## config.mk

```make
export PLATFORM = sky130hd
export DESIGN_NAME = growable_list_engine_flat
export DESIGN_NICKNAME = d
export VERILOG_FILES = /design/src/hw/rtl/gle_pkg.sv /design/src/hw/rtl/gle_req_if.sv /design/src/hw/rtl/gle_rsp_if.sv /design/src/hw/rtl/gle_datapath.sv /design/src/hw/rtl/gle_controller.sv /design/src/hw/rtl/growable_list_engine.sv /design/src/flat_wrapper.sv
export SDC_FILE = /design/constraint.sdc
export NUM_CORES = 2
export LEC_CHECK = 0
export BUFFER_PORTS_ARGS = -buffer_cell sky130_fd_sc_hd__buf_2
export CORE_UTILIZATION = 45
export DETAILED_ROUTE_END_ITERATION = 16
export PLACE_DENSITY = 0.64
export SYNTH_ARGS = -nofsm -noshare
export SYNTH_HDL_FRONTEND = slang
export SYNTH_SLANG_ARGS = --single-unit
```

## constraint.sdc

```tcl
create_clock -name clk -period 5.3 [get_ports clk]
set_input_delay 0.265 -clock clk [delete_from_list [all_inputs] [get_ports clk]]
set_output_delay 0.265 -clock clk [all_outputs]
set_load 0.01 [all_outputs]
```

## src/hw/rtl/gle_pkg.sv

```systemverilog
// Shared types and constants for the growable list engine.
// No dependencies; every other file of the block imports this package.
`default_nettype none

package gle_pkg;

  // Field widths of the request and response transfers
  localparam int OP_W  = 2;
  localparam int IDX_W = 6;
  localparam int VAL_W = 32;
  localparam int ST_W  = 2;
  localparam int CNT_W = 7;

  // Operation codes
  localparam logic [OP_W-1:0] OP_APPEND = 2'd0;
  localparam logic [OP_W-1:0] OP_GET    = 2'd1;
  localparam logic [OP_W-1:0] OP_SET    = 2'd2;
  localparam logic [OP_W-1:0] OP_REMOVE = 2'd3;

  // Status codes
  localparam logic [ST_W-1:0] ST_DONE  = 2'd0;
  localparam logic [ST_W-1:0] ST_RANGE = 2'd1;
  localparam logic [ST_W-1:0] ST_FULL  = 2'd2;

  // Commands from the controller to the datapath
  typedef struct packed {
    logic load;
    logic exec;
    logic shift_rd;
    logic shift_wr;
    logic finish;
  } gle_cmd_t;

  // Status from the datapath to the controller
  typedef struct packed {
    logic shift_needed;
    logic shift_more;
    logic slot_free;
  } gle_stat_t;

endpackage

`default_nettype wire

```

## src/hw/rtl/gle_req_if.sv

```systemverilog
// Request channel of the growable list engine: valid/ready plus payload.
// Depends on gle_pkg for the field widths.
`default_nettype none

interface gle_req_if;
  import gle_pkg::*;

  logic             valid;
  logic             ready;
  logic [OP_W-1:0]  operation;
  logic [IDX_W-1:0] index;
  logic [VAL_W-1:0] value;

  modport source (output valid, output operation, output index, output value, input ready);
  modport sink   (input valid, input operation, input index, input value, output ready);
endinterface

`default_nettype wire

```

## src/hw/rtl/gle_rsp_if.sv

```systemverilog
// Response channel of the growable list engine: valid/ready plus payload.
// Depends on gle_pkg for the field widths.
`default_nettype none

interface gle_rsp_if;
  import gle_pkg::*;

  logic             valid;
  logic             ready;
  logic [VAL_W-1:0] read_value;
  logic [ST_W-1:0]  status;
  logic [CNT_W-1:0] entry_count;
  logic [CNT_W-1:0] capacity;

  modport source (output valid, output read_value, output status, output entry_count,
                  output capacity, input ready);
  modport sink   (input valid, input read_value, input status, input entry_count,
                  input capacity, output ready);
endinterface

`default_nettype wire

```

## src/hw/rtl/gle_datapath.sv

```systemverilog
// Datapath of the growable list engine: entry memory, count, capacity,
// shift pointer and the response register. Depends on gle_pkg, gle_rsp_if.
`default_nettype none

module gle_datapath #(
  parameter int MAX_ENTRIES      = 64,
  parameter int DATA_WIDTH       = 32,
  parameter int INITIAL_CAPACITY = 4
) (
  input  logic                         clk,
  input  logic                         rst,
  input  gle_pkg::gle_cmd_t            cmd,
  output gle_pkg::gle_stat_t           stat,
  input  logic [gle_pkg::OP_W-1:0]     operation,
  input  logic [gle_pkg::IDX_W-1:0]    index,
  input  logic [gle_pkg::VAL_W-1:0]    value,
  gle_rsp_if.source                    response
);
  import gle_pkg::*;

  localparam int MAX_CAP = (MAX_ENTRIES > INITIAL_CAPACITY) ? MAX_ENTRIES : INITIAL_CAPACITY;
  localparam int CW      = $clog2(MAX_CAP + 1);
  localparam int XW      = (CW > IDX_W + 1) ? CW : IDX_W + 1;
  localparam int AW      = $clog2(MAX_ENTRIES);
  localparam int SW      = (DATA_WIDTH < VAL_W) ? DATA_WIDTH : VAL_W;

  // Latched request
  logic [OP_W-1:0]  op_q;
  logic [IDX_W-1:0] idx_q;
  logic [SW-1:0]    val_q;

  // List state
  logic [CW-1:0]    count;
  logic [CW-1:0]    cap;
  logic [XW-1:0]    ptr;
  logic [ST_W-1:0]  st_q;

  // Entry memory
  logic [SW-1:0]    entries [MAX_ENTRIES];
  logic [SW-1:0]    rdata;
  logic             mem_we;
  logic [AW-1:0]    waddr;
  logic [SW-1:0]    wdata;
  logic             mem_re;
  logic [AW-1:0]    raddr;

  // Response register
  logic             out_valid;

  // Decode and checks
  logic [XW-1:0]    idx_x;
  logic [XW-1:0]    count_x;
  logic [XW-1:0]    ptr_inc;
  logic             is_append;
  logic             range_err;
  logic             full;
  logic [CW-1:0]    count_dec;
  logic [CW:0]      grown;
  logic [CW-1:0]    cap_grown;
  logic             cap_half_hit;
  logic [ST_W-1:0]  st_calc;

  assign idx_x     = XW'(idx_q);
  assign count_x   = XW'(count);
  assign ptr_inc   = ptr + XW'(1);
  assign is_append = (op_q == OP_APPEND);
  assign range_err = !is_append && (idx_x >= count_x);
  assign full      = is_append && (count >= CW'(MAX_ENTRIES));
  assign count_dec = count - CW'(1);
  assign grown     = {cap, 1'b0};
  assign cap_grown = (grown > (CW + 1)'(MAX_ENTRIES)) ? CW'(MAX_ENTRIES) : grown[CW-1:0];
  assign cap_half_hit = (count_dec != '0) && (count_dec == (cap >> 2));

  always_comb begin
    priority if (full) begin
      st_calc = ST_FULL;
    end else if (range_err) begin
      st_calc = ST_RANGE;
    end else begin
      st_calc = ST_DONE;
    end
  end

  // Status to the controller
  assign stat.shift_needed = (op_q == OP_REMOVE) && !range_err && ((idx_x + XW'(1)) < count_x);
  assign stat.shift_more   = ptr_inc < count_x;
  assign stat.slot_free    = !out_valid || response.ready;

  // Select memory write port
  always_comb begin
    mem_we = 1'b0;
    waddr  = count[AW-1:0];
    wdata  = val_q;
    priority if (cmd.exec && is_append && !full) begin
      mem_we = 1'b1;
    end else if (cmd.exec && (op_q == OP_SET) && !range_err) begin
      mem_we = 1'b1;
      waddr  = idx_x[AW-1:0];
    end else if (cmd.shift_wr) begin
      mem_we = 1'b1;
      waddr  = ptr[AW-1:0];
      wdata  = rdata;
    end
  end

  // Select memory read port
  always_comb begin
    mem_re = 1'b0;
    raddr  = idx_x[AW-1:0];
    priority if (cmd.exec && (op_q == OP_GET) && !range_err) begin
      mem_re = 1'b1;
    end else if (cmd.shift_rd) begin
      mem_re = 1'b1;
      raddr  = ptr_inc[AW-1:0];
    end
  end

  // Entry memory with registered read
  always_ff @(posedge clk) begin
    if (mem_we) begin
      entries[waddr] <= wdata;
    end
    if (mem_re) begin
      rdata <= entries[raddr];
    end
  end

  // Capture request, status and shift pointer
  always_ff @(posedge clk) begin
    if (cmd.load) begin
      op_q  <= operation;
      idx_q <= index;
      val_q <= value[SW-1:0];
    end
    if (cmd.exec) begin
      st_q <= st_calc;
      ptr  <= idx_x;
    end else if (cmd.shift_wr) begin
      ptr <= ptr_inc;
    end
  end

  // Update count and capacity
  always_ff @(posedge clk) begin
    if (rst) begin
      count <= '0;
      cap   <= CW'(INITIAL_CAPACITY);
    end else if (cmd.exec) begin
      if (is_append && !full) begin
        count <= count + CW'(1);
        if (count >= cap) begin
          cap <= cap_grown;
        end
      end else if ((op_q == OP_REMOVE) && !range_err) begin
        count <= count_dec;
        if (cap_half_hit) begin
          cap <= cap >> 1;
        end
      end
    end
  end

  // Hold the response until the transfer completes
  always_ff @(posedge clk) begin
    if (rst) begin
      out_valid <= 1'b0;
    end else if (cmd.finish) begin
      out_valid <= 1'b1;
    end else if (response.ready) begin
      out_valid <= 1'b0;
    end
  end

  always_ff @(posedge clk) begin
    if (cmd.finish) begin
      response.read_value  <= ((op_q == OP_GET) && (st_q == ST_DONE)) ? VAL_W'(rdata) : '0;
      response.status      <= st_q;
      response.entry_count <= CNT_W'(count);
      response.capacity    <= CNT_W'(cap);
    end
  end

  assign response.valid = out_valid;

endmodule

`default_nettype wire

```

## src/hw/rtl/gle_controller.sv

```systemverilog
// Controller of the growable list engine: sequences load, execute,
// the remove shift loop and the response hand-off. Depends on gle_pkg.
`default_nettype none

module gle_controller (
  input  logic                clk,
  input  logic                rst,
  input  logic                in_valid,
  output logic                in_ready,
  input  gle_pkg::gle_stat_t  stat,
  output gle_pkg::gle_cmd_t   cmd
);
  import gle_pkg::*;

  localparam logic [2:0] S_IDLE   = 3'd0;
  localparam logic [2:0] S_EXEC   = 3'd1;
  localparam logic [2:0] S_SH_RD  = 3'd2;
  localparam logic [2:0] S_SH_WR  = 3'd3;
  localparam logic [2:0] S_FINISH = 3'd4;

  logic [2:0] state;
  logic [2:0] state_next;

  // Next state and commands
  always_comb begin
    cmd        = '0;
    in_ready   = 1'b0;
    state_next = state;
    unique case (state)
      S_IDLE: begin
        in_ready = 1'b1;
        if (in_valid) begin
          cmd.load   = 1'b1;
          state_next = S_EXEC;
        end
      end
      S_EXEC: begin
        cmd.exec   = 1'b1;
        state_next = stat.shift_needed ? S_SH_RD : S_FINISH;
      end
      S_SH_RD: begin
        cmd.shift_rd = 1'b1;
        state_next   = S_SH_WR;
      end
      S_SH_WR: begin
        cmd.shift_wr = 1'b1;
        state_next   = stat.shift_more ? S_SH_RD : S_FINISH;
      end
      S_FINISH: begin
        if (stat.slot_free) begin
          cmd.finish = 1'b1;
          state_next = S_IDLE;
        end
      end
      default: begin
        state_next = S_IDLE;
      end
    endcase
  end

  always_ff @(posedge clk) begin
    if (rst) begin
      state <= S_IDLE;
    end else begin
      state <= state_next;
    end
  end

endmodule

`default_nettype wire

```

## src/hw/rtl/growable_list_engine.sv

```systemverilog
// Growable list engine: an ordered list of data words with doubling and
// halving capacity. Depends on gle_pkg, gle_req_if, gle_rsp_if,
// gle_controller and gle_datapath.
//
// Usage:
//   request carries one operation (append, get, set, remove) with index
//   and value; response returns read_value, status, entry_count and
//   capacity, one response per request, in order. Both are valid/ready.
//   Append, get, set and any refused operation pass from the request
//   transfer through the execute and finish states to the response
//   register; the next request is taken only back in idle.
//   Remove walks the later entries down through the entry memory, one
//   read and one write per entry, for the entry_count_before - 1 - index
//   entries after the removed one.
//   A finished response waits in the output register while the next
//   request is taken; the engine stalls only when a further response is
//   ready and the receiver still holds off.
//   Reset (synchronous, active high) empties the list, sets capacity to
//   INITIAL_CAPACITY and drops any pending response; entry contents are
//   not cleared, which is harmless as only live positions are ever read.
`default_nettype none

module growable_list_engine #(
  parameter int MAX_ENTRIES      = 64,
  parameter int DATA_WIDTH       = 32,
  parameter int INITIAL_CAPACITY = 4
) (
  input  logic      clk,
  input  logic      rst,
  gle_req_if.sink   request,
  gle_rsp_if.source response
);
  import gle_pkg::*;

  gle_cmd_t  cmd;
  gle_stat_t stat;
  logic      in_ready;

  assign request.ready = in_ready;

  gle_controller u_ctrl (
    .clk      (clk),
    .rst      (rst),
    .in_valid (request.valid),
    .in_ready (in_ready),
    .stat     (stat),
    .cmd      (cmd)
  );

  gle_datapath #(
    .MAX_ENTRIES      (MAX_ENTRIES),
    .DATA_WIDTH       (DATA_WIDTH),
    .INITIAL_CAPACITY (INITIAL_CAPACITY)
  ) u_dp (
    .clk       (clk),
    .rst       (rst),
    .cmd       (cmd),
    .stat      (stat),
    .operation (request.operation),
    .index     (request.index),
    .value     (request.value),
    .response  (response)
  );

endmodule

`default_nettype wire

```

## src/flat_wrapper.sv

```systemverilog
// flat-port wrapper written by rule: the top's interface ports become plain ports
module growable_list_engine_flat import gle_pkg::*;
#(
  parameter int MAX_ENTRIES      = 64,
  parameter int DATA_WIDTH       = 32,
  parameter int INITIAL_CAPACITY = 4
)
  (clk, rst, request_valid, request_operation, request_index, request_value, request_ready, response_valid, response_read_value, response_status, response_entry_count, response_capacity, response_ready);
  gle_req_if request_i ();
  gle_rsp_if response_i ();
  input  logic clk;
  input  logic rst;
  input wire logic [$bits(request_i.valid)-1:0] request_valid;
  input wire logic [$bits(request_i.operation)-1:0] request_operation;
  input wire logic [$bits(request_i.index)-1:0] request_index;
  input wire logic [$bits(request_i.value)-1:0] request_value;
  output wire logic [$bits(request_i.ready)-1:0] request_ready;
  output wire logic [$bits(response_i.valid)-1:0] response_valid;
  output wire logic [$bits(response_i.read_value)-1:0] response_read_value;
  output wire logic [$bits(response_i.status)-1:0] response_status;
  output wire logic [$bits(response_i.entry_count)-1:0] response_entry_count;
  output wire logic [$bits(response_i.capacity)-1:0] response_capacity;
  input wire logic [$bits(response_i.ready)-1:0] response_ready;
  assign request_i.valid = request_valid;
  assign request_i.operation = request_operation;
  assign request_i.index = request_index;
  assign request_i.value = request_value;
  assign request_ready = request_i.ready;
  assign response_valid = response_i.valid;
  assign response_read_value = response_i.read_value;
  assign response_status = response_i.status;
  assign response_entry_count = response_i.entry_count;
  assign response_capacity = response_i.capacity;
  assign response_i.ready = response_ready;
  growable_list_engine #(.MAX_ENTRIES(MAX_ENTRIES), .DATA_WIDTH(DATA_WIDTH), .INITIAL_CAPACITY(INITIAL_CAPACITY)) u_core (.clk(clk), .rst(rst), .request(request_i), .response(response_i));
endmodule
```

# Word level (Yosys, flattened, before mapping)
# Memories as Yosys holds them, arrays and structs flattened. A register that Yosys moved wholly into a read port is not among the register bits.
# Cells that the tools add are included.
word_totals:
  reg_bits: 115
  ram_bits: 2048
  input_bits: 44
  output_inout_bits: 50
  wordCells: 105
  n_memories: 1
op_classes:
  addsub: 4
  order_cmp: 6
  n_eq_ne: 11
  mux: 40
  reduce_logical: 29
memory_table:
  columns: ["memory", "words", "word_bits", "read_ports", "rd_ports_with_merged_regs", "wr", "line", "text"]
  rows:
  - ["u_core.u_dp.entries", 64, 32, 1, 1, 1, "gle_datapath.sv:39", "logic [SW-1:0] entries [MAX_ENTRIES];"]
op_table:
  columns: ["cell", "n"]
  rows:
  - ["$mux 32", 3]
  - ["$mux 7", 7]
  - ["$mux 6", 7]
  - ["$mux 1", 18]
  - ["$pmux 3 s5", 1]
  - ["$add 7x1->7 const B", 2]
  - ["$lt 7x7->1", 2]
  - ["$logic_and 1x1->1", 13]
  - ["$mux 3", 4]
  - ["$gt 8x7->1 const B", 1]
  - ["$reduce_bool 2->1", 4]
  - ["$add 6x1->7 const B", 1]
  - ["$eq 7x5->1", 1]
  - ["$ge 6x7->1", 1]
  - ["$ge 7x7->1", 1]
  - ["$ge 7x7->1 const B", 1]
  - ["$reduce_bool 7->1", 1]
  - ["$sub 7x1->7 const B", 1]
  - ["$eq 3x2->1 const B", 2]
  - ["$eq 2x2->1 const B", 2]
  - ["$logic_not 1->1", 4]
  - ["$logic_not 2->1", 2]
  - ["$ne 2x1->1 const B", 2]
  - ["$reduce_and 2->1", 2]
  - ["7 further kinds", 7]

# Longest topological paths before layout
depth:
  depth_word: 9
  mapped_depth: 15
  mapped_depth_nobuf: 10

# By module
# Synthesis repeated with hierarchy kept, for this count alone.
hier_totals:
  cells_unflattened: 5759
  area_unflattened_um2: 86171.4
by_module_without_submodules:
  columns: ["mod", "n_inst", "cells_per_inst", "area_per_inst_um2"]
  rows:
  - ["gle_datapath", 1, 5738, 86008.7]
  - ["gle_controller", 1, 21, 162.7]

# Least setup slack after synthesis
# Ideal clock, no wire load.
synth_path:
  path_kind: "register to register"
  startpoint: "register u_core.u_dp.idx_q[0]"
  endpoint: "register u_core.u_dp.rdata[0] (read register of u_core.u_dp.entries), enable pin"
  t_arrival_ps: 4197
  setup_slack_ps: 633
  stages_incl_launch_ff: 10
  n_path_buf: 1
  synth_period_minus_slack_ps: 4667
  path_cell_list: "edfxtp_1 inv_1 ha_1 nand2b_1 a21o_1 a21oi_1 o21a_1 clkbuf_1 nor2_1 o31ai_1"
synth_between:
  elab_chain_len: 5
  word_cells_on_any_way: 7
synth_rtl:
  columns: ["element", "line", "text"]
  rows:
  - ["start, declared", "gle_datapath.sv:29", "logic [IDX_W-1:0] idx_q;"]
  - ["start signal, assigned", "gle_datapath.sv:132", "idx_q <= index;"]
  - ["$ge 6x7->1", "gle_datapath.sv:67", "assign range_err = !is_append && (idx_x >= count_x);"]
  - ["$logic_and 1x1->1", "gle_datapath.sv:67", null]
  - ["$logic_not 1->1", "gle_datapath.sv:110", "priority if (cmd.exec && (op_q == OP_GET) && !range_err) begin"]
  - ["$logic_and 1x1->1", "gle_datapath.sv:110", null]
  - ["$mux 1", "gle_datapath.sv:110", null]
  - ["via u_core.u_dp.mem_re", "gle_datapath.sv:44", "logic mem_re;"]
  - ["end, declared", "gle_datapath.sv:40", "logic [SW-1:0] rdata;"]
# The timed path passes the listed nets, and every way through them passes these cells.
# A chain may end at the register's enable or synchronous reset.

# Final worst setup path
layout_path:
  startpoint: "register u_core.u_ctrl.state[0]"
  endpoint: "register u_core.u_dp.rdata[6] (read register of u_core.u_dp.entries) (data pin)"
layout_between:
  elab_chain_len: 5
  word_cells_on_any_way: 10
layout_rtl:
  columns: ["element", "line", "text"]
  rows:
  - ["start, declared", "gle_controller.sv:21", "logic [2:0] state;"]
  - ["start signal, assigned", "gle_controller.sv:65", "state <= state_next;"]
  - ["$eq 3x1->1", "gle_controller.sv:29", "unique case (state)"]
  - ["$mux 1", "gle_controller.sv:29", null]
  - ["$logic_and 1x1->1 (2 in a row)", "gle_datapath.sv:110", null]
  - ["$mux 6 / $mux 1 (equally long branches)", "gle_datapath.sv:110", null]
# Several ways; a longest one is shown, not always the timed one.

==> results.py <==
metrics = {
    "sta": {
        "hold_viol": 0,
        "tns_ns": 0,
        "slew_violations": 0,
        "period_needed_ns": 4.939,
        "fin_skew_ns": 0.02265,
        "whs_ns": 0.1324,
        "setup_violations": 0,
        "rsz0062_at_grt": "no",
        "slew_headroom_pct": 6.672,
        "worst_slew_pin_slew_ns": 1.365,
        "finalWorstSetupSlack_ns": 0.3608,
        "period_share_pct": 93.19,
        "max_freq_mhz": 202.5,
    },
    "yosys": {
        "synth_edf_count": 2176,
        "syn_inst": 6462,
        "synth_fp_nets": 6537,
        "synthFlopType": "edfxtp_1",
        "ys_seq_area_share_pct": 75.23,
        "ys_async_sr_fraction_pct": 0,
        "synthTopCellsByArea": "edfxtp_1 75%, nand2_1 8.4%, nand3_1 3.3%, and3_1 1.3%, mux4_2 1.3%",
        "synth_common_cells": "2176 x edfxtp_1, 1959 x nand2_1, 568 x nand3_1, 210 x a21oi_1, 187 x and3_1",
        "avgSynthCellArea_um2": 13.52,
        "synth.distinct_cells": 71,
        "ys_ff_latch": 2195,
        "synth_top_area_share_pct": 74.80,
        "synth_warnings": 0,
        "syn_area_mm2": 0.08736,
        "synth.most_common_cell": "edfxtp_1",
        "yosysTopAreaCell": "edfxtp_1",
    },
    "floorplanning": {
        "die-area_mm2": 0.1959,
        "rows": 161,
        "die_h_um": 442.6,
        "coreArea_mm2": 0.1928,
        "num_io_pins": 94,
        "dieWidth_um": 442.6,
        "initial_core_util_pct": 45.31,
    },
    "setup_path": {
        "crit_path_start_kind": "flop",
        "crit_arrival_ns": 5.65,
        "worstRegToRegCells": 9,
        "crit_buf_inv": 1,
        "cp_top_family": "compound AO/OA/AOI/OAI gates",
        "crit_path_end_kind": "flop",
        "crit_chain": "or3b_1, a21o_4, buf_4, nand2_1, and3_1, a311oi_1, a31oi_1, a2111oi_0, or4_1",
        "path_class": "flop to flop",
        "crit_path_max_incr_delay_ns": 1.23,
        "crit_cells": 9,
        "slowest_stage": "a2111oi_0",
        "cp.required_ns": 6.01,
        "critPathMaxFanout": 54,
    },
    "placed_design": {
        "pre_cts_ws_ns": 0.6468,
        "place_congestion": 0.9088,
        "placed_cells": 8947,
        "io_buffers": 93,
        "hpwl_um": 152100,
    },
    "clock_network": {
        "h-tree-depth": 4,
        "post_cts_buffers": 0,
        "clk_pin_slew_ns": 0.06,
        "cts_buffers": 211,
        "clk_latency_ns": 0.85,
        "cts_tree": "yes",
        "clock_sinks": 2195,
        "clock-root-buffer": "clkbuf_16",
        "clk_path_buf_depth": 3,
    },
    "power": {
        "ir_drop_uv": 376.3,
        "power_density_mw_per_mm2": 368.1,
        "p_leak_nw": 33.77,
        "finalPower_w": 0.03653,
    },
    "drt": {
        "drt_iter0_drc": 7772,
        "viasPerCell": 5.977,
        "via_count": 56054,
        "drtPass1Iterations": 6,
        "drcViolationCount": 0,
        "post_drt_wl_per_cell_um": 26.78,
        "routed_wl_um": 251200,
        "drtAntennaViolNets": 0,
    },
    "grt": {
        "grt_first_pass_wirelength_um": 361700,
        "grt_busiest_layer": "met2",
        "grt_util_met3_pct": 6.618,
        "grt_max_degree": 117,
        "gr-usage-all-layers_pct": 25.10,
        "met2_usage_pct": 37.26,
        "antenna_found_initial": 19,
        "overflow": 0,
        "use_met1_pct": 36.77,
        "grt_pass1_vias": 52513,
    },
    "finish": {
        "final_layout_size_suffix_gt1_share_pct": 12.10,
        "layout.nets": 6753,
        "areaGrowthSynthToFinish_pct": 13.60,
        "final_cells": 9379,
    },
    "hold_path": {
        "min_path_type": "input pin to flop",
        "holdPathStages": 2,
    },
    "status": {
        "status": "complete, no violations",
    },
    "flow_run": {
        "cap_violations": 0,
    },
}
==> sequential cells by signal, indices dropped and copies added, names as in the netlist <==
name,cells
u_core.u_dp.response.read_value,32
u_core.u_dp.entries,2048
u_core.u_dp.idx_q,6
u_core.u_dp.op_q,2
u_core.u_dp.st_q,2
u_core.u_dp.val_q,32
u_core.u_dp.rdata,32
u_core.u_dp.ptr,7
u_core.u_dp.count,7
u_core.u_dp.response.status,2
u_core.u_dp.response.entry_count,7
u_core.u_dp.cap,7
u_core.u_ctrl.state,3
u_core.u_dp.response.valid,1
u_core.u_dp.response.capacity,7
==> metrics by stage <==
stage	area (um2)	utilization [%]
2_1_floorplan	87360	-
3_3_place_gp	92300	47.88
6_report	99240	51.48
4_1_cts	99210	51.46
5_1_grt	99220	51.47
3_5_place_dp	92320	47.89
==> power by group <==
part           leakage (nW)  switching (W)  internal [W]
Sequential             19.8      0.0000508        0.0193
Clock                  3.15        0.00633       0.00804
Combinational          10.8        0.00208      0.000775
Total                  33.8        0.00846        0.0281
==> per-layer routing <==
layer  wire length (um)  vias to the layer above
met1             102300                    28103
met3              32330                      377
met4               5510                       10
met2             110900                     3270
li1                   -                    24294
met5                 73                        -
==> worst register-to-register path: stages, from the launching register on <==
cell	delay [ns]
dfxtp_1	0.49
or3b_1	0.73
a21o_4	0.91
buf_4	0.48
nand2_1	0.11
and3_1	0.17
a311oi_1	0.26
a31oi_1	0.17
a2111oi_0	1.23
or4_1	0.27
==> worst paths after layout <==
kind / startpoint / endpoint / slack, ns
max: u_core.u_ctrl.state[0]$_SDFFE_PP0P_ / u_core.u_dp.rdata[6]$_DFFE_PP_ / 0.36
min: request_value[15] / u_core.u_dp.val_q[15]$_DFFE_PP_ / 0.13
max reg2reg: u_core.u_ctrl.state[0]$_SDFFE_PP0P_ / u_core.u_dp.rdata[6]$_DFFE_PP_ / 0.36
min reg2reg: u_core.u_dp.cap[4]$_SDFFE_PP0P_ / u_core.u_dp.response.capacity[4]$_DFFE_PP_ / 0.48
==> area by class of cell <==
type                       instances  area (um2)
antenna                            9       22.52
clock buffer                     269        5562
clock inverter                   110       889.6
fill                           15831       93540
inverter                          23       86.33
multi-input combinational       3837       20260
sequential                      2195       65720
tap                             2526        3161
timing repair buffer             410        3531
==> cell families after synthesis <==
group,Yosys count,share of synthesized area (%)
and+or+nand+nor,3022,14.98
DFF,2195,75.23
AOI/OAI and AO/OA,677,4.964
buffers and inverters,430,2.449
muxes,86,1.722
adders and majority gates,31,0.4440
xor gates and xnor gates,21,0.2105
==> layout by cell type (no fill, tap or decap), drive strengths merged, types with 7 or more instances in the layout <==
| cell | synthesis | layout |
|---|---|---|
| a21oi | 211 | 211 |
| nor2 | 108 | 108 |
| clkbuf | 130 | 269 |
| xnor2 | 13 | 13 |
| and4 | 15 | 15 |
| nor4 | 44 | 44 |
| nand4 | 29 | 29 |
| o211ai | 9 | 9 |
| a21o | 10 | 10 |
| edfxtp | 2176 | 2176 |
| o22ai | 53 | 53 |
| nor3 | 41 | 41 |
| o21a | 17 | 17 |
| a211oi | 13 | 13 |
| nand2 | 1959 | 1959 |
| mux4 | 50 | 50 |
| o21ai | 53 | 53 |
| ha | 31 | 31 |
| dlygate4sd3 | 0 | 44 |
| diode | 0 | 9 |
| mux2i | 32 | 32 |
| dfxtp | 19 | 19 |
| xor2 | 8 | 8 |
| or3 | 10 | 10 |
| bufinv | 0 | 14 |
| a311oi | 68 | 68 |
| o2111ai | 7 | 7 |
| a31oi | 161 | 161 |
| clkinv | 0 | 86 |
| and2 | 34 | 34 |
| and3 | 187 | 187 |
| or4 | 9 | 9 |
| a22oi | 23 | 23 |
| inv | 23 | 27 |
| nand3 | 568 | 568 |
| buf | 277 | 366 |
==> what timing repair did <==
item,4_1_cts,5_1_grt
endpoints found under the hold margin,58,0
setup endpoints to repair,0,0
hold buffers,44,0
gates resized for setup,0,0
Power figures use the tool's default switching activity.
